**config.mk**
```make
export PLATFORM = sky130hd
export DESIGN_NAME = lcd_nibble_command_sequencer_core
export DESIGN_NICKNAME = d
export VERILOG_FILES = /design/src/design/lncs_pkg.sv /design/src/design/lncs_datapath.sv /design/src/design/lncs_controller.sv /design/src/design/lcd_nibble_command_sequencer_core.sv
export SDC_FILE = /design/constraint.sdc
export NUM_CORES = 1
export LEC_CHECK = 0
export ABC_AREA = 1
export BUFFER_PORTS_ARGS = -buffer_cell sky130_fd_sc_hd__clkbuf_2
export CORE_MARGIN = 10
export CORE_UTILIZATION = 45
export CTS_CLUSTER_SIZE = 12
export DETAILED_ROUTE_END_ITERATION = 10
export MAX_ROUTING_LAYER = met4
export PLACE_DENSITY = 0.7
export REMOVE_ABC_BUFFERS = 1
export SETUP_SLACK_MARGIN = 0.15
export SLEW_MARGIN = 5
export SYNTH_ARGS = -nofsm -noshare
export SYNTH_HDL_FRONTEND = slang
export SYNTH_SLANG_ARGS = --single-unit
```
**constraint.sdc**
```tcl
create_clock -name clk -period 2.8 [get_ports clk]
set_clock_uncertainty 0.05 [all_clocks]
set_input_delay 0.42 -clock clk [delete_from_list [all_inputs] [get_ports clk]]
set_output_delay 0.42 -clock clk [all_outputs]
set_load 0.005 [all_outputs]
```
**src/design/lncs_pkg.sv**
```systemverilog
package lncs_pkg;

	localparam int QUEUE_DEPTH = 16;
	localparam int PTR_W = $clog2(QUEUE_DEPTH);
	localparam int CNT_W = $clog2(QUEUE_DEPTH + 1);

	localparam logic [2:0] CMD_WRITE = 3'd0;
	localparam logic [2:0] CMD_WAIT  = 3'd1;
	localparam logic [2:0] CMD_BUSY  = 3'd2;
	localparam logic [2:0] CMD_TICK  = 3'd3;
	localparam logic [2:0] CMD_FLUSH = 3'd4;

	localparam logic [1:0] TASK_WRITE = 2'd0;
	localparam logic [1:0] TASK_WAIT  = 2'd1;
	localparam logic [1:0] TASK_BUSY  = 2'd2;

	localparam logic [1:0] KIND_STATUS = 2'd0;
	localparam logic [1:0] KIND_NIBBLE = 2'd1;
	localparam logic [1:0] KIND_END    = 2'd2;

	typedef struct packed {
		logic [2:0]  command;
		logic        is_data;
		logic [15:0] value;
		logic        two_nibbles;
		logic        busy_flag;
	} request_t;

	typedef struct packed {
		logic [1:0] kind;
		logic       rs_line;
		logic [3:0] nibble;
		logic       accepted;
		logic [4:0] pending;
		logic       last;
	} result_t;

	typedef struct packed {
		logic [1:0]  kind;
		logic        rs;
		logic        two;
		logic [15:0] val;
	} task_t;

	typedef enum logic [2:0] {
		EMIT_NONE,
		EMIT_STATUS,
		EMIT_HI,
		EMIT_LO,
		EMIT_END
	} emit_t;

	typedef enum logic [2:0] {
		ST_IDLE,
		ST_DECODE,
		ST_CHECK,
		ST_EXEC,
		ST_LOW
	} state_t;

	typedef struct packed {
		logic  latch_req;
		logic  do_cmd;
		logic  fetch;
		logic  pop;
		logic  dec_wait;
		emit_t emit;
	} ctrl_t;

	typedef struct packed {
		logic       is_tick;
		logic       empty;
		logic [1:0] task_kind;
		logic       wait_zero;
		logic       two;
		logic       busy_flag;
	} stat_t;

endpackage

```
**src/design/lncs_datapath.sv**
```systemverilog
module lncs_datapath (
	input  logic               clk,
	input  logic               arst_n,
	input  lncs_pkg::request_t request,
	input  lncs_pkg::ctrl_t    ctrl,
	output lncs_pkg::stat_t    stat,
	output logic               strobe,
	output lncs_pkg::result_t  result
);

	lncs_pkg::request_t              req_q;
	lncs_pkg::task_t                 mem [lncs_pkg::QUEUE_DEPTH];
	lncs_pkg::task_t                 rd_q;
	logic [lncs_pkg::PTR_W-1:0]      head_q, head_d;
	logic [lncs_pkg::PTR_W-1:0]      tail_q, tail_d;
	logic [lncs_pkg::CNT_W-1:0]      count_q, count_d;
	logic                            strobe_q;
	lncs_pkg::result_t               result_q, res_d;
	logic                            is_enq, full, enq_ok;
	logic                            wr_en;
	logic [lncs_pkg::PTR_W-1:0]      wr_addr;
	lncs_pkg::task_t                 wr_data;

	function automatic logic [lncs_pkg::PTR_W-1:0] next_ptr(
		input logic [lncs_pkg::PTR_W-1:0] ptr
	);
		if (ptr == lncs_pkg::PTR_W'(lncs_pkg::QUEUE_DEPTH - 1)) begin
			return '0;
		end
		return ptr + 1'b1;
	endfunction

	assign is_enq = (req_q.command == lncs_pkg::CMD_WRITE) ||
		(req_q.command == lncs_pkg::CMD_WAIT) || (req_q.command == lncs_pkg::CMD_BUSY);
	assign full   = (count_q == lncs_pkg::CNT_W'(lncs_pkg::QUEUE_DEPTH));
	assign enq_ok = is_enq && !full;

	always_comb begin
		head_d  = head_q;
		tail_d  = tail_q;
		count_d = count_q;
		wr_en   = 1'b0;
		wr_addr = tail_q;
		wr_data = '{kind: req_q.command[1:0], rs: req_q.is_data,
			two: req_q.two_nibbles, val: req_q.value};
		if (ctrl.do_cmd) begin
			if (enq_ok) begin
				wr_en   = 1'b1;
				tail_d  = next_ptr(tail_q);
				count_d = count_q + 1'b1;
			end else if (req_q.command == lncs_pkg::CMD_FLUSH) begin
				head_d  = '0;
				tail_d  = '0;
				count_d = '0;
			end
		end
		if (ctrl.pop) begin
			head_d  = next_ptr(head_q);
			count_d = count_q - 1'b1;
		end
		if (ctrl.dec_wait) begin
			wr_en       = 1'b1;
			wr_addr     = head_q;
			wr_data     = rd_q;
			wr_data.val = rd_q.val - 16'd1;
		end
	end

	always_comb begin
		res_d          = '0;
		res_d.pending  = 5'(count_d);
		case (ctrl.emit)
			lncs_pkg::EMIT_STATUS: begin
				res_d.kind     = lncs_pkg::KIND_STATUS;
				res_d.accepted = enq_ok || (req_q.command == lncs_pkg::CMD_FLUSH);
				res_d.last     = 1'b1;
			end
			lncs_pkg::EMIT_HI: begin
				res_d.kind    = lncs_pkg::KIND_NIBBLE;
				res_d.rs_line = rd_q.rs;
				res_d.nibble  = rd_q.val[7:4];
			end
			lncs_pkg::EMIT_LO: begin
				res_d.kind    = lncs_pkg::KIND_NIBBLE;
				res_d.rs_line = rd_q.rs;
				res_d.nibble  = rd_q.val[3:0];
			end
			lncs_pkg::EMIT_END: begin
				res_d.kind = lncs_pkg::KIND_END;
				res_d.last = 1'b1;
			end
			default: begin
				res_d.kind = lncs_pkg::KIND_STATUS;
			end
		endcase
	end

	always_ff @(posedge clk or negedge arst_n) begin
		if (!arst_n) begin
			head_q   <= '0;
			tail_q   <= '0;
			count_q  <= '0;
			strobe_q <= 1'b0;
		end else begin
			head_q   <= head_d;
			tail_q   <= tail_d;
			count_q  <= count_d;
			strobe_q <= (ctrl.emit != lncs_pkg::EMIT_NONE);
		end
	end

	always_ff @(posedge clk) begin
		if (ctrl.latch_req) begin
			req_q <= request;
		end
		if (wr_en) begin
			mem[wr_addr] <= wr_data;
		end
		if (ctrl.fetch) begin
			rd_q <= mem[head_q];
		end
		result_q <= res_d;
	end

	assign stat.is_tick   = (req_q.command == lncs_pkg::CMD_TICK);
	assign stat.empty     = (count_q == '0);
	assign stat.task_kind = rd_q.kind;
	assign stat.wait_zero = (rd_q.val == 16'd0);
	assign stat.two       = rd_q.two;
	assign stat.busy_flag = req_q.busy_flag;

	assign strobe = strobe_q;
	assign result = result_q;

endmodule

```
**src/design/lncs_controller.sv**
```systemverilog
module lncs_controller (
	input  logic            clk,
	input  logic            arst_n,
	input  logic            start,
	input  lncs_pkg::stat_t stat,
	output lncs_pkg::ctrl_t ctrl,
	output logic            busy
);

	lncs_pkg::state_t state_q, state_d;

	always_comb begin
		state_d = state_q;
		case (state_q)
			lncs_pkg::ST_IDLE: begin
				if (start) begin
					state_d = lncs_pkg::ST_DECODE;
				end
			end
			lncs_pkg::ST_DECODE: begin
				state_d = stat.is_tick ? lncs_pkg::ST_CHECK : lncs_pkg::ST_IDLE;
			end
			lncs_pkg::ST_CHECK: begin
				state_d = stat.empty ? lncs_pkg::ST_IDLE : lncs_pkg::ST_EXEC;
			end
			lncs_pkg::ST_EXEC: begin
				case (stat.task_kind)
					lncs_pkg::TASK_WAIT: begin
						state_d = stat.wait_zero ? lncs_pkg::ST_CHECK : lncs_pkg::ST_IDLE;
					end
					lncs_pkg::TASK_BUSY: begin
						state_d = stat.busy_flag ? lncs_pkg::ST_IDLE : lncs_pkg::ST_CHECK;
					end
					default: begin
						state_d = stat.two ? lncs_pkg::ST_LOW : lncs_pkg::ST_CHECK;
					end
				endcase
			end
			lncs_pkg::ST_LOW: begin
				state_d = lncs_pkg::ST_CHECK;
			end
			default: begin
				state_d = lncs_pkg::ST_IDLE;
			end
		endcase
	end

	always_comb begin
		ctrl = '{latch_req: 1'b0, do_cmd: 1'b0, fetch: 1'b0, pop: 1'b0,
			dec_wait: 1'b0, emit: lncs_pkg::EMIT_NONE};
		case (state_q)
			lncs_pkg::ST_IDLE: begin
				ctrl.latch_req = start;
			end
			lncs_pkg::ST_DECODE: begin
				if (!stat.is_tick) begin
					ctrl.do_cmd = 1'b1;
					ctrl.emit   = lncs_pkg::EMIT_STATUS;
				end
			end
			lncs_pkg::ST_CHECK: begin
				ctrl.fetch = 1'b1;
				if (stat.empty) begin
					ctrl.emit = lncs_pkg::EMIT_END;
				end
			end
			lncs_pkg::ST_EXEC: begin
				case (stat.task_kind)
					lncs_pkg::TASK_WAIT: begin
						if (stat.wait_zero) begin
							ctrl.pop = 1'b1;
						end else begin
							ctrl.dec_wait = 1'b1;
							ctrl.emit     = lncs_pkg::EMIT_END;
						end
					end
					lncs_pkg::TASK_BUSY: begin
						if (stat.busy_flag) begin
							ctrl.emit = lncs_pkg::EMIT_END;
						end else begin
							ctrl.pop = 1'b1;
						end
					end
					default: begin
						ctrl.pop  = 1'b1;
						ctrl.emit = stat.two ? lncs_pkg::EMIT_HI : lncs_pkg::EMIT_LO;
					end
				endcase
			end
			lncs_pkg::ST_LOW: begin
				ctrl.emit = lncs_pkg::EMIT_LO;
			end
			default: begin
				ctrl.emit = lncs_pkg::EMIT_NONE;
			end
		endcase
	end

	always_ff @(posedge clk or negedge arst_n) begin
		if (!arst_n) begin
			state_q <= lncs_pkg::ST_IDLE;
		end else begin
			state_q <= state_d;
		end
	end

	assign busy = (state_q != lncs_pkg::ST_IDLE);

endmodule

```
**src/design/lcd_nibble_command_sequencer_core.sv**
```systemverilog
// Task sequencer for a character display on a 4-bit bus.
// A command is taken at a rising edge with start high and busy low. Enqueue
// commands (write, wait, busy wait) add a task to a ring queue of
// lncs_pkg::QUEUE_DEPTH entries, or drop it when the queue is full; flush
// empties the queue; tick runs queued tasks from the head until one must stop.
// Every result appears for one cycle on result with strobe high, and the final
// result of a command has last set. The receiver cannot stall the block.
// Enqueue, flush and unknown commands give one status transaction, and busy
// drops in the cycle in which it appears. A tick passes one decode state,
// then a check state that fetches and an execute state per task, plus a low
// state for the low nibble of a two-nibble write. It ends at a check that
// finds the queue empty, or at a wait or busy task that must stop; busy drops
// in the cycle in which the end-of-tick transaction appears. The single read
// port of the task store gives each task a check and an execute state.
// Reset empties the queue at once and returns the controller to idle.
module lcd_nibble_command_sequencer_core (
	input  logic               clk,
	input  logic               arst_n,
	input  logic               start,
	output logic               busy,
	input  lncs_pkg::request_t request,
	output logic               strobe,
	output lncs_pkg::result_t  result
);

	lncs_pkg::ctrl_t ctrl;
	lncs_pkg::stat_t stat;

	lncs_controller u_ctrl (
		.clk    (clk),
		.arst_n (arst_n),
		.start  (start),
		.stat   (stat),
		.ctrl   (ctrl),
		.busy   (busy)
	);

	lncs_datapath u_dp (
		.clk     (clk),
		.arst_n  (arst_n),
		.request (request),
		.ctrl    (ctrl),
		.stat    (stat),
		.strobe  (strobe),
		.result  (result)
	);

endmodule

```
* After elaboration in Yosys (flattened, before gate mapping)
Memory sizes are Yosys's and may differ from the RTL's. A register that Yosys moved wholly into a read port is not among the register bits.
Cells that the tools add are included.
** Word-level totals
- Input port bits :: 25
- Logic and storage cells :: 111
- Memory bits (writable) :: 320
- Memories :: 1
- Bits in registers :: 53
** Memory list
- u_dp.mem :: depth 16, width 20, rd ports 1, clocked after Yosys merged registers in 1, wr ports 1, line lncs_datapath.sv:12 : lncs_pkg::task_t mem [lncs_pkg::QUEUE_DEPTH];
** Cells by class
- Add/sub/neg operators :: 5
- Reduce and logical (&&, ||, !) cells :: 18
- Equal/unequal tests :: 19
- Muxes and demuxes :: 52
** Operators by type and width (number)
- $mux W4 :: 11
- $mux W1 :: 20
- $mux W20 :: 1
- $mux W5 :: 4
- $eq A3 B2 Y1 const B :: 6
- $logic_not A16 Y1 :: 1
- $sub A16 B1 Y16 const B :: 1
- $pmux W3 S5 :: 1
- $mux W3 :: 4
- $pmux W3 S2 :: 2
- $pmux W3 S4 :: 1
- $mux W2 :: 5
- $pmux W5 S2 :: 1
- $eq A3 B1 Y1 const B :: 3
- $eq A3 B3 Y1 const B :: 3
- $add A4 B1 Y4 const B :: 2
- $eq A4 B4 Y1 const B :: 2
- $logic_not A3 Y1 :: 2
- $reduce_bool A2 Y1 :: 3
- $reduce_bool A3 Y1 :: 2
- $add A5 B1 Y5 const B :: 1
- $eq A5 B5 Y1 const B :: 1
- $logic_not A5 Y1 :: 1
- $sub A5 B1 Y5 const B :: 1
- other kinds (11) :: 15

* Depth between registers and ports, before layout
Gate-level depths: netlist of run 1.
- Depth after elaboration :: 9
- Depth in mapped cells :: 11
- Depth with buffers taken out :: 10

* Hierarchy
A second synthesis of run 1 with hierarchy kept.
** Unflattened totals
- Cell total of the unflattened synthesis :: 1394
- Area total of the unflattened synthesis :: 16139.2 um2
** By module, submodules not included
- lncs_datapath :: cells an instance 1343, seq. area each 11501.0 um2, instances 1, area an instance 15835.2 um2
- lncs_controller :: cells an instance 51, seq. area each 75.1 um2, instances 1, area an instance 304.0 um2

* Worst setup path after synthesis of run 1
Ideal clock, no wire load.
- Kind :: flip-flop to flip-flop
- From :: register, netlist name u_dp.rd_q[0]
- To :: memory u_dp.mem[13][0] (netlist bit) (enable)
- Clock period less this slack :: 2.783 ns
- Cell stages (with the launch flop) :: 12
- Data arrival time :: 2.336 ns
- Required time :: 2.353 ns
- Library setup time :: 0.397 ns
- Setup slack :: 0.017 ns
- Path through :: edfxtp_1 -> inv_1 -> ha_1 -> nand2_2 -> nor2_4 -> nand2_4 -> nand3_4 -> buf_12 -> nand2_2 -> o21ai_2 -> nand2_2 -> nor2_1
** On the way
- Cells in the longest elaborated chain, start to end :: 7
- Elaborated cells on any way between the ends :: 8
** RTL lines
- $logic_not A16 Y1 * :: line lncs_datapath.sv:128 : assign stat.wait_zero = (rd_q.val == 16'd0);
- $mux W4 * :: line lncs_controller.sv:70 : if (stat.wait_zero) begin
- $mux W1 * :: line lncs_controller.sv:68 : case (stat.task_kind)
- $mux W2 * :: line lncs_controller.sv:51 : case (state_q)
- $mux W1 :: line lncs_datapath.sv:61 : if (ctrl.dec_wait) begin
- $mux W1 :: line lncs_datapath.sv:116 : if (wr_en) begin
- $mux W1 (not written as such) :: line lncs_datapath.sv:117 : mem[wr_addr] <= wr_data;
- end: declaration :: line lncs_datapath.sv:12
Mark *: on every way between the ends. The rest lies on a longest branch, timed or not.

==> results of run 1 <==
## cell usage in the layout (no fill, tap or decap), types with 6 or more instances in the layout
master	count
nand3_1	49
o2111ai_1	22
o22ai_1	16
xor2_1	13
dfrtp_1	15
xnor2_1	6
edfxtp_1	362
inv_1	72
nand2_1	236
o21ai_1	9
nand4_1	7
nor2_2	20
clkbuf_2	40
buf_4	71
nand2_2	17
a21oi_1	41
dlygate4sd3_1	23
o211ai_1	35
clkbuf_16	43
clkbuf_1	11
dfxtp_1	14
nor2_1	160
ha_1	8
clkinv_1	11
o21ai_0	131
## cell type report
| type | count | share of cell area, % |
|---|---|---|
| repair buffers | 139 | 5.65 |
| flip-flops and latches | 393 | 61.6 |
| multi-input cells | 798 | 21.1 |
| well taps | 461 | 3.07 |
| clock inverters | 15 | 0.845 |
| clock buffers | 57 | 6.16 |
| inverters | 79 | 1.58 |
## where the power goes
| part | internal (mW) | switching, mW | total [mW] |
|---|---|---|---|
| sequential | 7.16 | 0.287 | 7.45 |
| combinational | 1.16 | 2.66 | 3.82 |
| clock | 3.17 | 2.18 | 5.34 |
| total | 11.5 | 5.12 | 16.6 |
## cells in the mapped netlist (all sizes together)
cell type,count
nand3b,1
xor2,13
nor2,182
edfxtp,362
a31oi,1
nor3b,1
o2111ai,22
o211ai,35
o221ai,1
xnor2,6
o31ai,5
a21oi,41
nand2,254
inv,76
buf,32
o22ai,16
dfxtp,14
nand4,7
nor3,6
dfrtp,17
nand3,54
ha,8
clkinv,3
clkbuf,33
o21ai,144
## layer usage
| metal | track usage (%) | vias to the layer above | wire length [um] |
|---|---|---|---|
| li1 | - | 4966 | - |
| met1 | 24.1 | 5257 | 16700 |
| met2 | 29.4 | 491 | 19400 |
| met3 | 3.49 | 76 | 3410 |
| met4 | 6.75 | 0 | 1200 |
| met5 | - | - | 0 |
## worst max-delay path: stages, from the launching register on
cell      delay, ps
edfxtp_1        420
inv_1           110
ha_1            250
nand2_2         120
nor2_4          160
nand2_4         110
nand3_4         180
buf_4           190
buf_4           180
nand2_1          70
nand2_1         400
## state kept, by name, indices dropped and copies added, names as in the netlist
signal / count
u_ctrl.state_q: 3
u_dp.tail_q: 4
u_dp.count_q: 5
u_dp.req_q: 21
u_dp.result: 14
u_dp.rd_q: 17
u_dp.stat: 4
u_dp.strobe: 1
u_dp.mem: 320
u_dp.head_q: 4
## worst max-delay path by stage
stage                                 end  slack (ps)                        from
5_1_grt        u_dp.mem[15][19]$_DFFE_PP_         170   u_dp.count_q[0]$_DFF_PN0_
2_1_floorplan   u_dp.mem[11][0]$_DFFE_PP_       -3930  u_dp.head_q[0]$_DFFE_PN0P_
3_3_place_gp   u_dp.mem[11][16]$_DFFE_PP_         340      u_dp.rd_q[0]$_DFFE_PN_
3_5_place_dp    u_dp.mem[12][6]$_DFFE_PP_         270      u_dp.rd_q[0]$_DFFE_PN_
4_1_cts         u_dp.mem[10][5]$_DFFE_PP_         250      u_dp.rd_q[0]$_DFFE_PN_
6_report         u_dp.mem[7][4]$_DFFE_PP_         280      u_dp.rd_q[0]$_DFFE_PN_
## logic make-up after synthesis
kind of cell               Yosys count
and+or+nand+nor                    505
adders and majority gates            8
xor gates and xnor gates            19
AOI/OAI and AO/OA                  265
buffers and inverters              144
DFF                                393
## what timing repair did
item | 4_1_cts | 5_1_grt
endpoints found under the hold margin | 39 | 0
setup endpoints to repair | 0 | 244
hold buffers | 23 | 0
==> impl_metrics.toml, run 1 <==
[hold_path]
min_path_cells = 3
hold_class = "primary input to flip-flop"
holdPathEnd = "u_ctrl.state_q[0]$_DFFE_PN0P_"
worstHoldStart = "start"

[placement]
portBuffers = 40
postPlaceCellArea_sq_mm = 0.0173
place_inst = 1846
pre_cts_slack_ps = 267
place_hpwl_mm = 24.8
gp_congestion = 0.964

[floorplanning]
start_util_pct = 45.5
die_w_um = 209
dieArea_sq_mm = 0.0437
core-area_sq_mm = 0.0354
num_rows = 69
die_y_um = 209
io_pins = 41

[finish]
stdcell_area_sq_mm = 0.0188
antenna_cells = 0
layout-drive-gt1-share_pct = 15.3
n_fill_cell = 2897
regArea_sq_mm = 0.0116
final_cells = 1942
fin_util_pct = 53.1
area_growth_syn_to_layout_pct = 16.9
nNetsFinal = 1486
multi_input_area_sq_mm = 0.00397

[clocking]
clk_latency_ps = 560
cts.root.buffer_cell = "clkbuf_16"
cts_setup_buffers = 0
cts.repair.resized = 0
numCtsBuffers = 42
clkTransAtPathRegs_ps = 60
cts_tree = "done"
htree_levels = 2
cts_sinks = 393
clk_path_buf_depth = 3

[logic_synthesis]
synth-simple-area-share_pct = 13.0
ys_top_cells_by_area = "edfxtp_1, nand2_1, nor2_1, o21ai_0, dfrtp_1"
yosys_warnings = 0
synth_top_area_share_pct = 67.6
ys_seq_area_share_pct = 72.0
synth.largest_area_cell = "edfxtp_1"
synth-xor-area-share_pct = 1.03
yosys.area_share.adder_pct = 0.622
synth_top_family_by_area = "simple AND/OR/NAND/NOR gates"
synth.distinct_cells = 37
synth_cells = 1334
synth_compound_gate_area_share_pct = 9.63
synth-seq-cells = 393
mappedNetlistArea_sq_mm = 0.0161
muxShareOfSynthArea_pct = 0
avgSynthCellArea_sq_um = 12.1

[power_and_ir_drop]
total_power_mw = 16.6
cellPowerDensity_mw_per_mm2 = 883
max-vdd-ir-drop_mv = 0.663
power_leakage_nw = 6.76

[sta]
hold_violations = 0
layout_setup_ws_ps = 284
timing.final.crit_share_pct = 89.9
whs_ps = 199
drv_slew = 0
setup_viol = 0
grt_setup_unrepaired = "no"
slew_headroom_pct = 51.0
fin_tns_setup_ps = 0
clock.fmax_ghz = 0.397
tightestPinTransition_ps = 734
layout_min_cycle_time_ps = 2520

[global_route]
grt_usage_pct = 18.8
grt_pass1_vias = 10500
antenna_found_initial = 0
grt_max_degree = 128
grt-ovfl-total = 0
grt_pass1_wl_mm = 61.9

[run]
drv_cap = 0

[worst_setup_path]
path_class = "flip-flop to flip-flop"
r2r_slack_ps = 280
crit_fanout = 16
r2r-start = "u_dp.rd_q[0]$_DFFE_PN_"
worstRegToRegCells = 10
worst_ep_arrival_time_ps = 2750
r2r-end = "u_dp.mem[7][4]$_DFFE_PP_"
critPathLaunchType = "flip-flop"
endpoint_kind = "flip-flop"
worstPathRequired_ps = 3030

[drt]
vias = 10800
drcViolationCount = 0
wire_per_inst_um = 21.0
detail-route-antenna-nets = 0
first_pass_iters = 7
totalWireLength_mm = 40.7
vias_per_cell = 5.56
drtIter0Drc = 1210

[run_status]
status = "complete, no violations"
(Power assumes the default switching activity.)
==> inputs of run 2 (changes only) <==
- RECOVER_POWER: unset -> 100
==> run 2 against run 1 <==
Utilization fell by 0.44 points. Clock power hardly changed. Non-clock buffer count did not move. Power down 0.59%. Die area is the same. Global-route usage unchanged. Critical path type unchanged. Largest cell class unchanged.
==> impl_metrics.toml, run 2 (synthesis gave the netlist of run 1 again) <==
[clocking]
clk_latency_ps = 560
cts_sinks = 393
numCtsBuffers = 42
clk_path_buf_depth = 3
clkTransAtPathRegs_ps = 60
cts.repair.resized = 0
htree_levels = 2
cts.root.buffer_cell = "clkbuf_16"
cts_tree = "done"

[finish]
nNetsFinal = 1486
area_growth_syn_to_layout_pct = 16.0
layout-drive-gt1-share_pct = 12.2
final_cell_mix = "edfxtp_1, nand2_1, nor2_1"
final_common_cell = "edfxtp_1"
regArea_sq_mm = 0.0116
antenna_cells = 0
top_regs = "u_dp.mem: 320 flops, u_dp.req_q: 21 flops, u_dp.rd_q: 17 flops"
largest_register_ffs = 320
n_fill_cell = 2946
multi_input_area_sq_mm = 0.00392
top_register = "u_dp.mem"

[global_route]
grt_max_degree = 128
grt-ovfl-total = 0
antenna_found_initial = 0
grt_pass1_vias = 10500
grt_pass1_wl_mm = 61.9
grt_usage_pct = 18.8

[worst_setup_path]
crit_fanout = 10
critPathLaunchType = "flip-flop"
endpoint_kind = "flip-flop"
worstRegToRegCells = 10
worst_ep_arrival_time_ps = 2780
worstPathRequired_ps = 2980
path_class = "flip-flop to flip-flop"

[drt]
wire_per_inst_um = 21.0
totalWireLength_mm = 40.8
first_pass_iters = 5
drcViolationCount = 0
detail-route-antenna-nets = 0
vias_per_cell = 5.59
drtIter0Drc = 1148
vias = 10900

[floorplanning]
core-area_sq_mm = 0.0354
io_pins = 41
dieArea_sq_mm = 0.0437
die_y_um = 209
num_rows = 69
die_w_um = 209
start_util_pct = 45.5

[sta]
clock.fmax_ghz = 0.384
whs_ps = 130
slew_headroom_pct = 18.8
grt_setup_unrepaired = "no"
layout_min_cycle_time_ps = 2600
hold_violations = 0
tightestPinTransition_ps = 1220
drv_slew = 0
setup_viol = 0
timing.final.crit_share_pct = 92.9

[placement]
portBuffers = 40
gp_congestion = 0.964
place_hpwl_mm = 24.8

[power_and_ir_drop]
total_power_mw = 16.5
cellPowerDensity_mw_per_mm2 = 885
power_leakage_nw = 6.65
max-vdd-ir-drop_mv = 0.628

[run_status]
status = "complete, no violations"

[run]
drv_cap = 0

[hold_path]
min_path_cells = 3
hold_class = "primary input to flip-flop"
run 2: cell types whose count changed in the layout (fill, tap and decap cells not counted), sizes merged:
cell	delta
buf	-34
clkbuf	+34
run 2: repair_timing:
item / 4_1_cts / 5_1_grt
hold buffers: 23 / 0
endpoints found under the setup margin: 0 / 244
hold endpoints to repair: 39 / 0
setup buffers: 0 / 0
run 2: area by class of cell:
cell class | instances | share of cell area (%)
clock inverter | 15 | 0.852
clock buffer | 57 | 6.21
inverter | 79 | 1.60
sequential | 393 | 62.1
timing repair buffer | 139 | 5.14
tap | 461 | 3.09
multi-input combinational | 798 | 21.0
run 2: through the flow:
stage	setup WS (ps)	util [%]	setup TNS (ps)	std cells	cell area [sq um]
finish	199	52.7	0	1942	18700
global route	87.9	52.7	0	1942	18700
CTS	250	53.1	0	1941	18800
detailed placement	267	48.7	0	1846	17300
global placement	345	48.7	0	1846	17300
floorplan	-3930	-	-910710	1269	15800
run 2: worst max-delay path, stage by stage (launching register included):
cell and delay (ps):
edfxtp_1 380, inv_1 80, ha_1 250, nand2_1 180, nor2_4 70, nand2_4 130
nand3_2 230, o21ai_2 240, nand2_1 170, nor2_1 200, buf_4 280
run 2: path summary, 6_finish.rpt:
| kind | from | to | slack, ps |
|---|---|---|---|
| min reg2reg | u_dp.rd_q[17]$_DFFE_PN_ | u_dp.result[11]$_DFF_P_ | 470 |
| min in group asynchronous | arst_n | u_dp.strobe$_DFF_PN0_ | 500 |
| max in group asynchronous | arst_n | u_dp.head_q[0]$_DFFE_PN0P_ | 1450 |
| min | start | u_ctrl.state_q[0]$_DFFE_PN0P_ | 130 |
| max | u_dp.rd_q[0]$_DFFE_PN_ | u_dp.mem[2][11]$_DFFE_PP_ | 200 |
| max reg2reg | u_dp.rd_q[0]$_DFFE_PN_ | u_dp.mem[2][11]$_DFFE_PP_ | 200 |
run 2: report_power, final:
| part | internal (mW) | switching [mW] | total (mW) | leakage [nW] |
|---|---|---|---|---|
| Sequential | 7.17 | 0.283 | 7.45 | 3.60 |
| Combinational | 1.09 | 2.63 | 3.72 | 2.40 |
| Clock | 3.17 | 2.18 | 5.35 | 0.642 |
| Total | 11.4 | 5.09 | 16.5 | 6.65 |
run 2: metal layers:
metal	track usage, %	vias up	routed length [um]
li1	-	4964	-
met4	6.75	0	1230
met1	24.1	5316	16900
met2	29.4	495	19300
met5	-	-	0
met3	3.49	89	3410
==> inputs of run 3 (changes only) <==
- CORE_ASPECT_RATIO: unset -> 1.1
==> run 3 against run 2 <==
Sequential share of layout area about the same. Critical path depth rose by 1. Global-route usage about the same. Flip-flop and latch count unchanged. Cell count is 0.31% higher. Clock power shrank 5.0%. Non-clock buffer count fell by 13. Combinational power is 5.9% higher. Wire length shrank 0.59%. Die area about the same. Fmax grew 1.1%. Critical path type unchanged. Highest routed layer unchanged.
==> impl_metrics.toml, run 3 (synthesis gave the netlist of run 1 again) <==
[finish]
final_cell_mix = "edfxtp_1, nand2_1, nor2_1"
top_regs = "u_dp.mem: 320 flops, u_dp.req_q: 21 flops, u_dp.rd_q: 17 flops"
layout-drive-gt1-share_pct = 11.5
stdcell_area_sq_mm = 0.0186
area_growth_syn_to_layout_pct = 15.9
largest_register_ffs = 320
antenna_cells = 0
fin_util_pct = 52.9
nNetsFinal = 1472
n_fill_cell = 2908
top_register = "u_dp.mem"
final_common_cell = "edfxtp_1"

[drt]
vias = 10700
detail-route-antenna-nets = 0
drcViolationCount = 0
vias_per_cell = 5.50
totalWireLength_mm = 40.6
wire_per_inst_um = 20.8
first_pass_iters = 5
drtIter0Drc = 1251

[worst_setup_path]
endpoint_kind = "flip-flop"
crit_top_cell = "nand2_1"
critPathLaunchType = "flip-flop"
crit_chain = "inv_1 > ha_1 > nand2_1 > nor2_4 > nand2_4 > nand3_4 > nand2_1 > o21ai_2 > nand2_1 > nor2_2 > clkbuf_4"
worst_ep_arrival_time_ps = 2750
worstPathRequired_ps = 2980
crit_fanout = 13
crit_path_max_incr_delay_ps = 420
path_class = "flip-flop to flip-flop"
slowest_stage = "edfxtp_1"

[sta]
hold_violations = 0
setup_viol = 0
timing.final.crit_share_pct = 91.9
slew_headroom_pct = 17.9
drv_slew = 0
layout_setup_ws_ps = 226
fin_tns_setup_ps = 0
layout_min_cycle_time_ps = 2570
grt_setup_unrepaired = "no"
tightestPinTransition_ps = 1230
clock.fmax_ghz = 0.389

[placement]
gp_congestion = 0.905
place_hpwl_mm = 25.5
portBuffers = 40
pre_cts_slack_ps = 261
postPlaceCellArea_sq_mm = 0.0173

[power_and_ir_drop]
cellPowerDensity_mw_per_mm2 = 882
power_leakage_nw = 6.58
total_power_mw = 16.4
max-vdd-ir-drop_mv = 0.393

[clocking]
cts.root.buffer_cell = "clkbuf_16"
clkTransAtPathRegs_ps = 60
cts_tree = "done"
htree_levels = 2
cts_setup_buffers = 0
numCtsBuffers = 41
clk_path_buf_depth = 3
clk_latency_ps = 540
cts_sinks = 393

[floorplanning]
dieArea_sq_mm = 0.0437
io_pins = 41
core-area_sq_mm = 0.0352
die_w_um = 200
die_y_um = 218
start_util_pct = 45.7
num_rows = 72

[global_route]
grt_max_degree = 77
antenna_found_initial = 0
grt-ovfl-total = 0
grt_pass1_vias = 10400
grt_pass1_wl_mm = 62.1
grt_usage_pct = 18.8

[hold_path]
hold_class = "primary input to flip-flop"

[run_status]
status = "complete, no violations"

[run]
drv_cap = 0
==> run 3: per-stage QoR <==
stage	hold WS, ps	instances
finish	17.4	1948
CTS	0.567	1947
detailed placement	350	1856
global placement	339	1856
floorplan	74.4	1269
global route	4.13	1948
==> run 3: routing by layer <==
layer / wire length (um) / vias to the layer above / share of wire [%] / global-route usage, %
li1: - / 4941 / - / -
met1: 16800 / 5224 / 41 / 24.4
met2: 19100 / 482 / 47 / 29.5
met3: 3400 / 69 / 8.4 / 3.17
met4: 1270 / 0 / 3.1 / 6.44
met5: 0 / - / 0 / -
==> run 3: power breakdown <==
group | total [mW] | switching, mW | internal [mW]
logic | 3.94 | 2.83 | 1.11
clock network | 5.08 | 2.12 | 2.96
registers | 7.41 | 0.248 | 7.16
total | 16.4 | 5.20 | 11.2
==> run 3: final cells by class <==
class	count	area, sq um	area share [%]
multi-input combinational	798	3930	21.1
clock inverter	9	72.6	0.389
timing repair buffer	126	992	5.32
inverter	79	298	1.60
sequential	393	11600	62.1
clock buffer	62	1170	6.26
tap	481	602	3.23
==> run 3: repair_timing <==
item / in CTS / in global routing
gates resized for setup: 0 / 5
endpoints found under the setup margin: 0 / 188
hold endpoints to repair: 36 / 0
hold buffers: 20 / 0
==> run 3: critical path, delay by kind of cell, from the launching register on <==
kind | cells | cell delay, ps
compound gates | 1 | 90
fa+ha+maj | 1 | 210
buf+inv | 2 | 380
flops | 1 | 420
simple gates | 7 | 1100
==> run 3: path summary, 6_finish.rpt <==
| kind | start | to | slack (ps) | cells after the start |
|---|---|---|---|---|
| worst max-delay path | u_dp.rd_q[0]$_DFFE_PN_ | u_dp.mem[12][1]$_DFFE_PP_ | 230 | 11 |
| worst min-delay path | request[13] | u_dp.req_q[13]$_DFFE_PP_ | 20 | 1 |
| worst max register to register | u_dp.rd_q[0]$_DFFE_PN_ | u_dp.mem[12][1]$_DFFE_PP_ | 230 | 11 |
| worst min register to register | u_dp.rd_q[17]$_DFFE_PN_ | u_dp.result[11]$_DFF_P_ | 490 | 2 |
| max in group asynchronous | arst_n | u_dp.head_q[1]$_DFFE_PN0P_ | 1490 | 2 |
| min in group asynchronous | arst_n | u_ctrl.state_q[2]$_DFFE_PN0P_ | 520 | 2 |
